### src/sv/ffa_pkg.sv
// ----------------------------------------------------------------------------
// ffa_pkg
// Shared constants, table entry type and controller/datapath interface types
// for the first-fit heap block allocator.
// ----------------------------------------------------------------------------
package ffa_pkg;

   localparam int MAX_BLOCKS     = 64;
   localparam int IDX_W          = $clog2(MAX_BLOCKS);
   localparam int CNT_W          = $clog2(MAX_BLOCKS + 1);
   localparam int PREALLOC_BYTES = 131072;
   localparam int HEAP_BYTES     = 16777216;
   localparam int PRE_BRK        = (PREALLOC_BYTES < HEAP_BYTES) ? PREALLOC_BYTES : HEAP_BYTES;
   localparam int HDR_BYTES      = 24;
   localparam int ALIGN_BYTES    = 8;
   localparam int SPLIT_SLACK    = HDR_BYTES + 8;
   localparam int BYTES_MAX      = 16777216;

   localparam logic [1:0] REQ_ALLOC  = 2'd0;
   localparam logic [1:0] REQ_ZALLOC = 2'd1;
   localparam logic [1:0] REQ_FREE   = 2'd2;
   localparam logic [1:0] REQ_UNUSED = 2'd3;

   localparam logic [2:0] OUT_GRANT   = 3'd0;
   localparam logic [2:0] OUT_ROUTE   = 3'd1;
   localparam logic [2:0] OUT_ZERO    = 3'd2;
   localparam logic [2:0] OUT_FREED   = 3'd3;
   localparam logic [2:0] OUT_IGNORED = 3'd4;
   localparam logic [2:0] OUT_FULL    = 3'd5;

   localparam logic [1:0] CSR_MAP_THR  = 2'd0;
   localparam logic [1:0] CSR_ZERO_THR = 2'd1;

   localparam logic [24:0] MAP_THR_RST  = 25'd131072;
   localparam logic [24:0] ZERO_THR_RST = 25'd4096;

   typedef struct packed {
      logic [24:0] start;
      logic [24:0] size;
      logic        used;
   } entry_type;

   localparam int ENTRY_W = $bits(entry_type);

   typedef enum logic [4:0] {
      OP_NONE,
      OP_LOAD,
      OP_PAD,
      OP_RES_IGNORE,
      OP_RES_ZERO,
      OP_RES_ROUTE,
      OP_RES_FULL,
      OP_PRE0,
      OP_PRE1,
      OP_IDX_CLR,
      OP_READ,
      OP_FREE_HIT,
      OP_IDX_INC,
      OP_MRG_INIT,
      OP_MRG_TAKE,
      OP_MRG_STEP,
      OP_MRG_END,
      OP_SPLIT,
      OP_TAKE,
      OP_SH_READ,
      OP_SH_WRITE,
      OP_SH_END,
      OP_GROW,
      OP_APPEND,
      OP_EMIT
   } dp_op_type;

   typedef struct packed {
      dp_op_type op;
   } cmd_type;

   typedef struct packed {
      logic is_free;
      logic is_bad;
      logic zero;
      logic route;
      logic started;
      logic pre_full;
      logic pre_rem;
      logic idx_lt;
      logic hit;
      logic fit;
      logic split_ok;
      logic sh_more;
      logic grow;
      logic grow_full;
      logic app_full;
      logic out_free;
   } stat_type;

endpackage

### src/sv/ffa_ctrl.sv
// ----------------------------------------------------------------------------
// ffa_ctrl
// Sequencer for the allocator: decodes a request and steps the datapath
// through free lookup, merge, first-fit search, split shift and tail cases.
// ----------------------------------------------------------------------------
module ffa_ctrl (
   input  logic              clock,
   input  logic              reset,
   input  logic              req_valid,
   output logic              req_stall,
   input  ffa_pkg::stat_type stat,
   output ffa_pkg::cmd_type  cmd
);

   typedef enum logic [3:0] {
      ST_IDLE,
      ST_PAD,
      ST_DECIDE,
      ST_PRE1,
      ST_FREE_RD,
      ST_FREE_CHK,
      ST_MRG_FIRST,
      ST_MRG_RD,
      ST_MRG_CHK,
      ST_SRCH_RD,
      ST_SRCH_CHK,
      ST_SH_RD,
      ST_SH_WR,
      ST_TAIL,
      ST_DONE
   } state_type;

   state_type state_ff, state_in;
   logic      req_stall_ff;

   always_comb begin
      state_in = state_ff;
      cmd.op   = ffa_pkg::OP_NONE;
      case (state_ff)
         ST_IDLE: begin
            if (req_valid && !req_stall_ff) begin
               cmd.op   = ffa_pkg::OP_LOAD;
               state_in = ST_PAD;
            end
         end
         ST_PAD: begin
            cmd.op   = ffa_pkg::OP_PAD;
            state_in = ST_DECIDE;
         end
         ST_DECIDE: begin
            state_in = ST_DONE;
            if (stat.is_free) begin
               cmd.op   = ffa_pkg::OP_IDX_CLR;
               state_in = ST_FREE_RD;
            end else if (stat.is_bad) begin
               cmd.op = ffa_pkg::OP_RES_IGNORE;
            end else if (stat.zero) begin
               cmd.op = ffa_pkg::OP_RES_ZERO;
            end else if (stat.route) begin
               cmd.op = ffa_pkg::OP_RES_ROUTE;
            end else if (!stat.started) begin
               if (stat.pre_full) begin
                  cmd.op = ffa_pkg::OP_RES_FULL;
               end else begin
                  cmd.op = ffa_pkg::OP_PRE0;
                  if (stat.pre_rem) begin
                     state_in = ST_PRE1;
                  end
               end
            end else begin
               cmd.op   = ffa_pkg::OP_MRG_INIT;
               state_in = ST_MRG_FIRST;
            end
         end
         ST_PRE1: begin
            cmd.op   = ffa_pkg::OP_PRE1;
            state_in = ST_DONE;
         end
         ST_FREE_RD: begin
            if (stat.idx_lt) begin
               cmd.op   = ffa_pkg::OP_READ;
               state_in = ST_FREE_CHK;
            end else begin
               cmd.op   = ffa_pkg::OP_RES_IGNORE;
               state_in = ST_DONE;
            end
         end
         ST_FREE_CHK: begin
            if (stat.hit) begin
               cmd.op   = ffa_pkg::OP_FREE_HIT;
               state_in = ST_DONE;
            end else begin
               cmd.op   = ffa_pkg::OP_IDX_INC;
               state_in = ST_FREE_RD;
            end
         end
         ST_MRG_FIRST: begin
            cmd.op   = ffa_pkg::OP_MRG_TAKE;
            state_in = ST_MRG_RD;
         end
         ST_MRG_RD: begin
            if (stat.idx_lt) begin
               cmd.op   = ffa_pkg::OP_READ;
               state_in = ST_MRG_CHK;
            end else begin
               cmd.op   = ffa_pkg::OP_MRG_END;
               state_in = ST_SRCH_RD;
            end
         end
         ST_MRG_CHK: begin
            cmd.op   = ffa_pkg::OP_MRG_STEP;
            state_in = ST_MRG_RD;
         end
         ST_SRCH_RD: begin
            if (stat.idx_lt) begin
               cmd.op   = ffa_pkg::OP_READ;
               state_in = ST_SRCH_CHK;
            end else begin
               state_in = ST_TAIL;
            end
         end
         ST_SRCH_CHK: begin
            if (stat.fit && stat.split_ok) begin
               cmd.op   = ffa_pkg::OP_SPLIT;
               state_in = ST_SH_RD;
            end else if (stat.fit) begin
               cmd.op   = ffa_pkg::OP_TAKE;
               state_in = ST_DONE;
            end else begin
               cmd.op   = ffa_pkg::OP_IDX_INC;
               state_in = ST_SRCH_RD;
            end
         end
         ST_SH_RD: begin
            if (stat.sh_more) begin
               cmd.op   = ffa_pkg::OP_SH_READ;
               state_in = ST_SH_WR;
            end else begin
               cmd.op   = ffa_pkg::OP_SH_END;
               state_in = ST_DONE;
            end
         end
         ST_SH_WR: begin
            cmd.op   = ffa_pkg::OP_SH_WRITE;
            state_in = ST_SH_RD;
         end
         ST_TAIL: begin
            state_in = ST_DONE;
            if (stat.grow) begin
               cmd.op = stat.grow_full ? ffa_pkg::OP_RES_FULL : ffa_pkg::OP_GROW;
            end else begin
               cmd.op = stat.app_full ? ffa_pkg::OP_RES_FULL : ffa_pkg::OP_APPEND;
            end
         end
         ST_DONE: begin
            if (stat.out_free) begin
               cmd.op   = ffa_pkg::OP_EMIT;
               state_in = ST_IDLE;
            end
         end
         default: begin
            state_in = ST_IDLE;
         end
      endcase
   end

   always_ff @(posedge clock) begin
      if (reset) begin
         state_ff     <= ST_IDLE;
         req_stall_ff <= 1'b0;
      end else begin
         state_ff <= state_in;
         if (cmd.op == ffa_pkg::OP_LOAD) begin
            req_stall_ff <= 1'b1;
         end else if (cmd.op == ffa_pkg::OP_EMIT) begin
            req_stall_ff <= 1'b0;
         end
      end
   end

   assign req_stall = req_stall_ff;

   a_stall_busy: assert property (@(posedge clock) disable iff (reset)
      req_stall_ff == (state_ff != ST_IDLE))
      else $error("stall out of step with controller state");

   a_done_emit: assert property (@(posedge clock) disable iff (reset)
      (state_ff == ST_DONE && stat.out_free) |=> (state_ff == ST_IDLE))
      else $error("result not issued from done state");

   a_load_pad: assert property (@(posedge clock) disable iff (reset)
      (cmd.op == ffa_pkg::OP_LOAD) |=> (state_ff == ST_PAD))
      else $error("accepted request not sequenced");

endmodule

### config.mk
export PLATFORM = sky130hd
export DESIGN_NAME = ffa_ctrl
export DESIGN_NICKNAME = d
export VERILOG_FILES = /design/src/sv/ffa_pkg.sv /design/src/sv/ffa_ctrl.sv
export SDC_FILE = /design/constraint.sdc
export NUM_CORES = 1
export LEC_CHECK = 0
export ABC_CLOCK_PERIOD_IN_PS = 3650
export BUFFER_PORTS_ARGS = -buffer_cell sky130_fd_sc_hd__buf_2
export CAP_MARGIN = 10
export CORE_MARGIN = 2
export CORE_UTILIZATION = 55
export DETAILED_ROUTE_END_ITERATION = 10
export PLACE_DENSITY_LB_ADDON = 0.12
export SETUP_SLACK_MARGIN = 0.5
export SYNTH_ARGS = -nofsm -noshare
export SYNTH_HDL_FRONTEND = slang
export SYNTH_SLANG_ARGS = --single-unit
### constraint.sdc
create_clock -name clock -period 3.65 [get_ports clock]
set_clock_uncertainty 0.2 [all_clocks]
set_input_delay 0.5475 -clock clock [delete_from_list [all_inputs] [get_ports clock]]
set_output_delay 0.5475 -clock clock [all_outputs]
set_load 0.1 [all_outputs]
== Word level (Yosys, flattened, before mapping) ==
Cells that the tools add are included.

* Register bits after elaboration: 5
* Output and inout port bits: 6

* Equal/unequal tests: 18
* Muxes and demuxes: 38
* Reduce and logical (&&, ||, !) cells: 8

{| class="wikitable"
|+ Operator list
! operator !! number
|-
| one-hot mux 5 bit (15 select lines) || 1
|-
| 2-to-1 mux 5 bit || 12
|-
| 2-to-1 mux 4 bit || 13
|-
| one-hot mux 4 bit (13 select lines) || 1
|-
| == test 4 bit (second input constant) || 7
|-
| == test 4 x 3 -> 1 bit (second input constant) || 4
|-
| 2-to-1 mux 3 bit || 5
|-
| == test 4 x 2 -> 1 bit (second input constant) || 2
|-
| == test 5 x 1 -> 1 bit (second input constant) || 1
|-
| == test 5 bit (second input constant) || 1
|-
| 2-to-1 mux 1 bit || 5
|-
| == test 4 x 1 -> 1 bit (second input constant) || 1
|-
| zero test 4 bit || 1
|-
| inequality test 2 bit (second input constant) || 2
|-
| OR reduction 2 bit || 2
|-
| logical AND 1 bit || 2
|-
| 2-to-1 mux 2 bit || 1
|-
| AND reduction 2 bit || 1
|-
| nonzero test 2 bit || 1
|-
| zero test 1 bit || 1
|}

== Depth between registers and ports, before layout ==
Gate-level depths: netlist of run 1.

* Depth after elaboration: 10
* Mapped depth: 7
* Gate-level depth less buffers: 4

== Least setup slack after synthesis of run 1 ==
OpenSTA, ideal clock, no wires.

* Path kind: input port to output port
* Start point: input port stat[8] (netlist bit)
* End point: output port cmd[0] (netlist bit)
* Arrival time: 2.750 ns
* Required time: 2.902 ns
* Setup slack: 0.152 ns
* Cell stages on the path: 5
* Buffers on the path: 1
* Path through: clkbuf_2 -> or3b_1 -> a21oi_1 -> a31oi_1 -> o2111ai_1

{| class="wikitable"
|+ RTL lines
! element !! RTL line !! source
|-
| start: declaration || ffa_ctrl.sv:11 || <nowiki>input ffa_pkg::stat_type stat,</nowiki>
|-
| end: declaration || ffa_ctrl.sv:12 || <nowiki>output ffa_pkg::cmd_type cmd</nowiki>
|}

==> flow_metrics.env, run 1 <==
export IMPL_final_nets=169
export IMPL_clkLatencyLatePin_ps=240
export IMPL_routed_wl_microns=2452
export IMPL_critical_path_slowest_cell="sky130_fd_sc_hd__dfxtp_2"
export IMPL_path_delay_family="flip-flops"
export IMPL_vias=1053
export IMPL_drt_antenna_violating_nets=0
export IMPL_finalCriticalPeriod_ps=2870
export IMPL_finalMaxSlewViolations=0
export IMPL_antenna_violations_before_repair=0
export IMPL_synth_seq_cells=5
export IMPL_critical_path_arrival_ps=2120
export IMPL_grt_setup_unrepaired="false"
export IMPL_io_pins=25
export IMPL_tritoncts_clock_tree="built"
export IMPL_port_buffers=24
export IMPL_htree_num_levels=1
export IMPL_setup_worst_path_start_class="flip-flop"
export IMPL_drive_above_1_share=0.2416
export IMPL_worst_path_largest_cell_delay_ps=580
export IMPL_report_final_setup_viol=0
export IMPL_dominant_synthesized_flop_cell="sky130_fd_sc_hd__dfxtp_1"
export IMPL_die_x_microns=43.45
export IMPL_timing_critical_path_fanout_max=23
export IMPL_post_synth_cell_area_avg_sq_um=6.483
export IMPL_cts_hold_buffers_added=0
export IMPL_placementRows=14
export IMPL_cp_cell_sequence="or3b_1 -> a21oi_1 -> a31oi_1 -> o2111ai_2 -> buf_2"
export IMPL_initial_utilization=0.5748
export IMPL_maxCapViolations=0
export IMPL_cts_buffers_inserted=3
export IMPL_drtIter0Drc=54
export IMPL_slew_headroom=0.6604
export IMPL_hold_class="primary input to flip-flop"
export IMPL_drt_drc_violations_left=0
export IMPL_setup_worst_path_class="flip-flop to output pin"
export IMPL_clk_pin_slew_ps=40
export IMPL_number_of_synthesized_flops_with_an_enable_pin=0
export IMPL_floorplan_core_area_sq_um=1489
export IMPL_critPathRequiredTime_ps=2900
export IMPL_cts_repair_resized=0
export IMPL_timing_fmax_mhz=348.5
export IMPL_gp_congestion=0.8767
export IMPL_timing_final_crit_share=0.7862
export IMPL_fillers=140
export IMPL_die_y_microns=43.45
export IMPL_clk_path_buf_depth=2
export IMPL_number_of_global_route_vias_before_repair=879
export IMPL_netlist_area_sq_um=855.8
export IMPL_hold_viol=0
export IMPL_ys_seq_area_frac=0.1170
export IMPL_layout_area_overhead_vs_synth_pct=13.30
export IMPL_grt_util_all_layers=0.2650
export IMPL_layout_cells_non_filler=165
export IMPL_ratio_of_routed_vias_to_standard_cells=6.382
export IMPL_run_status="finished, final reports clean"
export IMPL_synth_nets=151
export IMPL_cts_post_setup_buffers_inserted=0
export IMPL_hold_ws_ps=349.6
export IMPL_tightestPinTransition_ps=509.4
export IMPL_die_area_sq_um=1887
export IMPL_overflow=0
export IMPL_synthCells=132
export IMPL_synth_lib_cells_used_distinct=43
export IMPL_avgRoutedWirePerCell_microns=14.86
export IMPL_num_antenna_cells=0
export IMPL_placed_cells=161
export IMPL_yosysWarnings=0
export IMPL_async_flop_share=0
export IMPL_cts_root_buffer="sky130_fd_sc_hd__clkbuf_4"
export IMPL_drt_pass1_iterations=4
export IMPL_place_hpwl_microns=1835
export IMPL_critPathCaptureType="output pin"
export IMPL_grt_first_pass_wirelength_microns=3926
export IMPL_final_core_utilization=0.6513
export IMPL_cts_sinks=5
export IMPL_critPathBufInv=1
export IMPL_finalSetupTns_ps=0
export IMPL_pin_count_of_the_biggest_net_entering_global_routing=30
[cells in the mapped netlist (2+ instances only)]
master                     instances  area, sq um
sky130_fd_sc_hd__buf_2             6        30.03
sky130_fd_sc_hd__nand4_1           2        12.51
sky130_fd_sc_hd__nor2b_1           6        37.54
sky130_fd_sc_hd__nand3_1           8        40.04
sky130_fd_sc_hd__inv_1             5        18.77
sky130_fd_sc_hd__a21oi_1           6        30.03
sky130_fd_sc_hd__nor2_1            9        33.78
sky130_fd_sc_hd__a31oi_1           8        50.05
sky130_fd_sc_hd__o21ai_0           4        20.02
sky130_fd_sc_hd__dfxtp_1           5        100.1
sky130_fd_sc_hd__clkbuf_2          2        10.01
sky130_fd_sc_hd__o32ai_1           2        17.52
sky130_fd_sc_hd__o31ai_1           6        45.04
sky130_fd_sc_hd__nor3_1            6        30.03
sky130_fd_sc_hd__buf_6             2        22.52
sky130_fd_sc_hd__nand2b_1          8        50.05
sky130_fd_sc_hd__o211ai_1          3        22.52
sky130_fd_sc_hd__nand3b_1          3        22.52
sky130_fd_sc_hd__nand2_1          17        63.81
[registers in the layout, indices dropped and copies added, names as in the netlist]
signal / cells
state_ff: 4
req_stall: 1
[kinds of logic (layout without fill, tap and decap cells)]
logic type,after synthesis,after routing,synth area share
multiplexers,1,1,0.01170
AO/OA/AOI/OAI,41,41,0.3363
flip-flops,5,5,0.1170
buffers and inverters,17,34,0.1082
AND/OR/NAND/NOR,68,68,0.4269
[layout by cell type (no fill, tap or decap), types with 2 or more instances in the layout]
| master | instances |
|---|---|
| sky130_fd_sc_hd__a21oi_1 | 6 |
| sky130_fd_sc_hd__o21ai_0 | 4 |
| sky130_fd_sc_hd__dfxtp_2 | 4 |
| sky130_fd_sc_hd__nand2b_1 | 8 |
| sky130_fd_sc_hd__nand3b_1 | 3 |
| sky130_fd_sc_hd__buf_2 | 24 |
| sky130_fd_sc_hd__a31oi_1 | 8 |
| sky130_fd_sc_hd__inv_1 | 5 |
| sky130_fd_sc_hd__o211ai_1 | 3 |
| sky130_fd_sc_hd__o32ai_1 | 2 |
| sky130_fd_sc_hd__nor2_1 | 8 |
| sky130_fd_sc_hd__nand3_1 | 8 |
| sky130_fd_sc_hd__o31ai_1 | 6 |
| sky130_fd_sc_hd__nand4_1 | 2 |
| sky130_fd_sc_hd__nor3_1 | 6 |
| sky130_fd_sc_hd__nand2_1 | 17 |
| sky130_fd_sc_hd__clkbuf_4 | 3 |
| sky130_fd_sc_hd__nor2b_1 | 6 |
[metrics by stage]
stage / worst slack [ps] / cell area [sq um]
floorplan: 538.5 / 864.6
global placement: 854.2 / 938.4
detailed placement: 800.1 / 938.4
CTS: 531.6 / 964.7
global route: 696.2 / 969.7
finish: 780.4 / 969.7
[path summary, 6_finish.rpt]
path	slack, ps	to	cells past startpoint	startpoint
max	780	cmd[0]	5	state_ff[2]
min	350	state_ff[3]	2	reset
max reg2reg	1890	state_ff[0]	4	state_ff[3]
min reg2reg	370	req_stall	2	req_stall
[layer usage]
layer  part of all wire  global-route usage  routed length [microns]  vias to the layer above
met5                  0                   0                        0                        -
met4              0.012             0.03636                       29                        0
met3              0.055             0.06667                      136                        4
met2               0.46              0.4060                     1117                       38
met1               0.48              0.3848                     1169                      478
li1                   -                   -                        -                      533
[final cells by class]
type,count,area [sq um],share of cell area
inverters,5,18.77,0.01935
multi-input cells,110,671.9,0.6929
clock buffers,4,26.28,0.02710
well taps,16,20.02,0.02065
repair buffers,25,127.6,0.1316
flip-flops and latches,5,105.1,0.1084
Power of run 1 is not shown: default switching activity piles up to over one toggle a cycle in this logic, so the estimate is an artifact.
==> run 2, diff against run 1 <==
ABC_AREA = 1   (was default)
ABC_CLOCK_PERIOD_IN_PS = 2470   (was 3650)
CORE_UTILIZATION = 44   (was 55)
clock period = 2.47 ns   (was 3.65 ns; I/O delays follow)
==> run 2 against run 1 <==
Sequential share of layout area decreased by 1.2 points. Highest routed layer unchanged. Worst hold slack worse by 240 ps. Global-route usage is 2.5 points higher. Non-clock buffer count grew 12. Cell count increased by 19%.
==> flow_metrics.env, run 2 <==
export IMPL_final_nets=201
export IMPL_fillers=110
export IMPL_finalCriticalPeriod_ps=2182
export IMPL_critical_path_arrival_ps=1610
export IMPL_drt_antenna_violating_nets=0
export IMPL_timing_critical_path_fanout_max=6
export IMPL_pre_cts_ws_ps=339.3
export IMPL_grt_first_pass_wirelength_microns=4257
export IMPL_hold_ws_ps=113.0
export IMPL_die_y_microns=44.19
export IMPL_irDropWorstVdd_mv=1.146
export IMPL_place_hpwl_microns=1814
export IMPL_number_of_synthesized_flops_with_an_enable_pin=0
export IMPL_routed_wl_microns=2855
export IMPL_netlist_top_cells_count="37 x sky130_fd_sc_hd__nand2_1, 26 x sky130_fd_sc_hd__nor2_1, 16 x sky130_fd_sc_hd__inv_1"
export IMPL_htree_num_levels=1
export IMPL_layout_cell_area_non_filler_sq_um=1201
export IMPL_placed_cells=180
export IMPL_maxUsedRoutingLayer="met4"
export IMPL_ys_seq_area_frac=0.1408
export IMPL_synth_most_common_cell="sky130_fd_sc_hd__nand2_1"
export IMPL_multi_input_area_sq_um=663.1
export IMPL_grt_setup_unrepaired="true"
export IMPL_slew_headroom=0.6798
export IMPL_worst_r2r_setup_slack_ps=670
export IMPL_overflow=0
export IMPL_die_area_sq_um=1953
export IMPL_cell_type_with_the_largest_total_area_after_synthesis="sky130_fd_sc_hd__nand2_1"
export IMPL_synth_nets=159
export IMPL_avgRoutedWirePerCell_microns=14.49
export IMPL_synth_lib_cells_used_distinct=20
export IMPL_yosysWarnings=0
export IMPL_pin_count_of_the_biggest_net_entering_global_routing=7
export IMPL_synth_simple_gate_area_share=0.5792
export IMPL_floorplan_core_area_sq_um=1506
export IMPL_largest_reg_flops=4
export IMPL_timing_final_ws_setup_ps=287.7
export IMPL_netlist_area_sq_um=710.7
export IMPL_m1WireLength_microns=1130
export IMPL_run_status="finished, final reports clean"
export IMPL_synthCells=140
export IMPL_worstHoldStart="reset"
export IMPL_port_buffers=24
export IMPL_clk_pin_slew_ps=50
export IMPL_muxShareOfSynthArea=0
export IMPL_critPathCaptureType="output pin"
export IMPL_tightestPinTransition_ps=483.6
export IMPL_timing_final_crit_share=0.8835
export IMPL_combinational_family_with_the_most_area_after_synthesis="simple AND/OR/NAND/NOR gates"
export IMPL_drt_pass1_iterations=5
export IMPL_io_pins=25
export IMPL_setup_worst_path_class="flip-flop to output pin"
export IMPL_commonest_non_fill_non_tap_cell_in_the_layout="sky130_fd_sc_hd__nand2_1"
export IMPL_clkLatencyLatePin_ps=250
export IMPL_gp_congestion=0.9557
export IMPL_die_x_microns=44.19
export IMPL_synth_compound_area_share=0.1690
export IMPL_synth_top_cells_by_area="sky130_fd_sc_hd__nand2_1 20%, sky130_fd_sc_hd__dfxtp_1 14%, sky130_fd_sc_hd__nor2_1 14%, sky130_fd_sc_hd__nand3_1 8.5%, sky130_fd_sc_hd__o21ai_0 8.5%"
export IMPL_mostFrequentLayoutCells="31 x sky130_fd_sc_hd__nand2_1, 20 x sky130_fd_sc_hd__nor2_1, 19 x sky130_fd_sc_hd__buf_2, 13 x sky130_fd_sc_hd__inv_1, 12 x sky130_fd_sc_hd__buf_4"
export IMPL_vias=1156
export IMPL_total_leakage_power_nw=0.6662
export IMPL_ff2ff_path_depth=12
export IMPL_grt_util_all_layers=0.2896
export IMPL_post_synth_cell_area_avg_sq_um=5.076
export IMPL_synth_seq_cells=5
export IMPL_finalSetupTns_ps=0
export IMPL_drive_above_1_share=0.4641
export IMPL_layout_cells_non_filler=197
export IMPL_hold_viol=0
export IMPL_antenna_violations_before_repair=0
export IMPL_timing_critical_path_from="state_ff[1]"
export IMPL_cts_hold_buffers_added=0
export IMPL_timing_fmax_mhz=458.2
export IMPL_number_of_global_route_vias_before_repair=1020
export IMPL_post_synth_xor_area_fraction=0
export IMPL_timing_rr_start="state_ff[1]"
export IMPL_wl_met2_microns=1375
export IMPL_cts_root_buffer="sky130_fd_sc_hd__clkbuf_4"
export IMPL_cts_buffers_inserted=3
export IMPL_cts_sinks=5
export IMPL_finalMaxSlewViolations=0
export IMPL_async_flop_share=0
export IMPL_largest_register="state_ff"
export IMPL_power_per_cell_area_nw_per_um2=1269
export IMPL_ratio_of_routed_vias_to_standard_cells=5.868
export IMPL_maxCapViolations=0
export IMPL_met3_wirelength_microns=269
export IMPL_layout_area_overhead_vs_synth_pct=69.01
export IMPL_clk_path_buf_depth=2
export IMPL_setup_worst_path_start_class="flip-flop"
export IMPL_yosys_top_cell_area_share=0.1954
export IMPL_drt_drc_violations_left=0
export IMPL_initial_utilization=0.4718
export IMPL_holdPathStages=2
export IMPL_dominant_synthesized_flop_cell="sky130_fd_sc_hd__dfxtp_1"
export IMPL_critPathRequiredTime_ps=1900
export IMPL_layout_area_seq_sq_um=116.4
export IMPL_report_final_setup_viol=0
export IMPL_hold_class="primary input to flip-flop"
export IMPL_synth_fa_ha_area_frac=0
export IMPL_area_of_placed_instances_sq_um=892.1
export IMPL_tritoncts_clock_tree="built"
export IMPL_drtIter0Drc=80
export IMPL_num_antenna_cells=0
export IMPL_placementRows=14
[run 2: cell families (layout without fill, tap and decap cells)]
family                 after synthesis  count (layout)
AOI/OAI and AO/OA                   22              22
and+or+nand+nor                     92              92
buffers and inverters               21              62
DFF                                  5               5
[run 2: path summary, 6_finish.rpt]
kind                               endpoint
worst max-delay path                 cmd[2]
worst max register to register  state_ff[0]
worst min register to register    req_stall
worst min-delay path            state_ff[2]
[run 2: critical path, cell delays in order (launching register included)]
cell                      delay, ps
sky130_fd_sc_hd__dfxtp_4        370
sky130_fd_sc_hd__inv_6           80
sky130_fd_sc_hd__nor2_4          60
sky130_fd_sc_hd__nand2_4         90
sky130_fd_sc_hd__inv_2           50
sky130_fd_sc_hd__nand2_2         70
sky130_fd_sc_hd__o21ai_2         60
sky130_fd_sc_hd__or3_4          390
sky130_fd_sc_hd__buf_12         170
[run 2: area by class of cell]
cell class / instances / share of cell area
clock buffers: 4 / 0.02188
repair buffers: 37 / 0.2385
flip-flops and latches: 5 / 0.09688
multi-input cells: 114 / 0.5521
inverters: 21 / 0.07396
well taps: 16 / 0.01667
[run 2: per-layer routing]
metal | global-route usage | vias up
met5 | 0 | -
met4 | 0.07879 | 0
met3 | 0.05306 | 15
met2 | 0.4853 | 84
met1 | 0.3797 | 512
li1 | - | 545
[run 2: metrics by stage]
step | util | power [mW]
2_1_floorplan | - | 0.9390
3_3_place_gp | 0.5922 | 1.098
3_5_place_dp | 0.5922 | 1.095
4_1_cts | 0.7251 | 1.420
5_1_grt | 0.7973 | 1.597
6_report | 0.7973 | 1.524
[run 2: timing repair]
| item | CTS | global route |
|---|---|---|
| buffers inserted | 7 | 6 |
| pin swaps | 4 | 8 |
| endpoints found under the setup margin | 5 | 5 |
| hold endpoints to repair | 0 | 0 |
| resized for setup | 38 | 19 |
[run 2: report_power, final]
group          total, mW  internal, mW  switching, mW
Sequential         0.186         0.123         0.0631
Clock             0.0977        0.0612         0.0364
Combinational       1.24         0.413          0.827
Total               1.52         0.597          0.927
Power figures use the tool's default switching activity.
==> run 3, diff against run 2 <==
ABC_CLOCK_PERIOD_IN_PS = 2400   (was 2470)
CORE_UTILIZATION = 48   (was 44)
clock period = 2.4 ns   (was 2.47 ns; I/O delays follow)
==> run 3 against run 2 <==
Die area shrank 7.6%. Critical endpoint is now cmd[1]. Sequential share of layout area up 1.1 points. Global-route usage rose by 0.12 points. Sequential power up 5%. Clock power grew 18%. Worst hold slack worse by 26 ps. Flip-flop and latch count unchanged. Non-clock buffer count shrank 11. Combinational power about the same. Power increased by 0.42%. Critical path depth fell by 1.
==> flow_metrics.env, run 3 (synthesized netlist as in run 2, its figures left out) <==
export IMPL_cts_hold_buffers_added=0
export IMPL_antenna_violations_before_repair=0
export IMPL_grt_setup_unrepaired="true"
export IMPL_hold_class="primary input to flip-flop"
export IMPL_drtIter0Drc=71
export IMPL_die_x_microns=42.48
export IMPL_placementRows=13
export IMPL_run_status="finished, final reports clean"
export IMPL_initial_utilization=0.5264
export IMPL_final_nets=190
export IMPL_commonest_non_fill_non_tap_cell_in_the_layout="sky130_fd_sc_hd__nand2_1"
export IMPL_drt_pass1_iterations=4
export IMPL_port_buffers=24
export IMPL_finalCriticalPeriod_ps=2159
export IMPL_vias=1104
export IMPL_fillers=93
export IMPL_gp_congestion=1.019
export IMPL_ratio_of_routed_vias_to_standard_cells=5.968
export IMPL_routed_wl_microns=2506
export IMPL_layout_area_overhead_vs_synth_pct=54.58
export IMPL_slew_headroom=0.6800
export IMPL_hold_ws_ps=87.06
export IMPL_mostFrequentLayoutCells="31 x sky130_fd_sc_hd__nand2_1, 20 x sky130_fd_sc_hd__nor2_1, 19 x sky130_fd_sc_hd__buf_2, 13 x sky130_fd_sc_hd__inv_1, 9 x sky130_fd_sc_hd__o21ai_0"
export IMPL_total_leakage_power_nw=0.5997
export IMPL_drive_above_1_share=0.4118
export IMPL_power_switching_fraction=0.6153
export IMPL_critPathRequiredTime_ps=1840
export IMPL_pre_cts_ws_ps=396.4
export IMPL_place_hpwl_microns=1746
export IMPL_timing_critical_path_fanout_max=6
export IMPL_number_of_global_route_vias_before_repair=963
export IMPL_pin_count_of_the_biggest_net_entering_global_routing=7
export IMPL_power_per_cell_area_nw_per_um2=1393
export IMPL_multi_input_area_sq_um=643.1
export IMPL_cts_sinks=5
export IMPL_finalSetupTns_ps=0
export IMPL_avgRoutedWirePerCell_microns=13.55
export IMPL_htree_num_levels=1
export IMPL_finalMaxSlewViolations=0
export IMPL_grt_first_pass_wirelength_microns=4002
export IMPL_largest_reg_flops=4
export IMPL_p_seq_frac=0.128
export IMPL_drt_antenna_violating_nets=0
export IMPL_maxCapViolations=0
export IMPL_tightestPinTransition_ps=483.3
export IMPL_setup_worst_path_class="flip-flop to output pin"
export IMPL_drt_drc_violations_left=0
export IMPL_irDropWorstVdd_mv=1.090
export IMPL_critPathCaptureType="output pin"
export IMPL_layout_area_seq_sq_um=118.9
export IMPL_hold_viol=0
export IMPL_timing_fmax_mhz=463.3
export IMPL_tritoncts_clock_tree="built"
export IMPL_setup_worst_path_start_class="flip-flop"
export IMPL_die_area_sq_um=1805
export IMPL_timing_final_ws_setup_ps=241.4
export IMPL_report_final_setup_viol=0
export IMPL_largest_register="state_ff"
export IMPL_critical_path_arrival_ps=1600
export IMPL_num_antenna_cells=0
export IMPL_timing_final_crit_share=0.8994
export IMPL_cts_root_buffer="sky130_fd_sc_hd__clkbuf_4"
export IMPL_power_report_internal_total_uw=588.7
export IMPL_switchingPower_uw=941.7
export IMPL_overflow=0
export IMPL_cts_buffers_inserted=3
export IMPL_die_y_microns=42.48
export IMPL_clk_path_buf_depth=2
export IMPL_floorplan_core_area_sq_um=1350
export IMPL_io_pins=25
export IMPL_share_clk_of_total_power=0.075
export IMPL_clkLatencyLatePin_ps=270
export IMPL_share_comb_of_total_power=0.797
export IMPL_clk_pin_slew_ps=60
export IMPL_grt_util_all_layers=0.2907
## run 3: cell types whose count changed in the layout (fill, tap and decap cells not counted), sizes merged
cell,change
buf,-11
## run 3: metal layers
| metal | global-route usage | vias up | wire [microns] |
|---|---|---|---|
| met2 | 0.4738 | 89 | 1117 |
| met1 | 0.3582 | 483 | 995 |
| met5 | 0 | - | 0 |
| li1 | - | 518 | - |
| met3 | 0.05172 | 14 | 297 |
| met4 | 0.1563 | 0 | 95 |
## run 3: worst max-delay path, cell delays in order (launching register included)
cell and delay, ps:
sky130_fd_sc_hd__dfxtp_4 420, sky130_fd_sc_hd__inv_4 60, sky130_fd_sc_hd__nor2_4 160, sky130_fd_sc_hd__nand2_1 90
sky130_fd_sc_hd__o21ai_0 210, sky130_fd_sc_hd__nor2_2 70, sky130_fd_sc_hd__o2111ai_2 110, sky130_fd_sc_hd__buf_12 210
## run 3: repair_timing
| item | in CTS | in global routing |
|---|---|---|
| endpoints found under the hold margin | 0 | 0 |
| pin swaps | 4 | 5 |
| setup buffers | 1 | 1 |
| setup endpoints to repair | 5 | 5 |
| resized for setup | 24 | 14 |
## run 3: through the flow
step                area (sq um)  total power, mW  std cells    util
floorplan                  758.2           0.9757        140       -
global placement           942.2            1.269        179  0.6979
detailed placement         942.2            1.274        179  0.6979
CTS                         1051            1.466        184  0.7785
global route                1099            1.594        185  0.8137
finish                      1099            1.530        185  0.8137
## run 3: area by class of cell
class / count / share of cell area
Sequential cell: 5 / 0.1082
Tap cell: 15 / 0.01708
Timing Repair Buffer: 26 / 0.1822
Clock buffer: 4 / 0.02392
Multi-Input combinational cell: 114 / 0.5854
Inverter: 21 / 0.08314
## run 3: path summary, 6_finish.rpt
kind | startpoint | to | slack, ps | cells after the start
max reg2reg | state_ff[3] | state_ff[0] | 910 | 9
min | reset | req_stall | 90 | 2
max | state_ff[2] | cmd[1] | 240 | 7
min reg2reg | req_stall | req_stall | 300 | 2
## run 3: power groups by stage
stage                     Clock (mW)  Sequential (mW)  Combinational, mW
after global placement             0            0.172               1.10
after CTS                      0.108            0.183               1.17
after detailed placement           0            0.173               1.10
final                          0.115            0.196               1.22
after global routing           0.115            0.199               1.28
after floorplan                    0            0.216              0.759
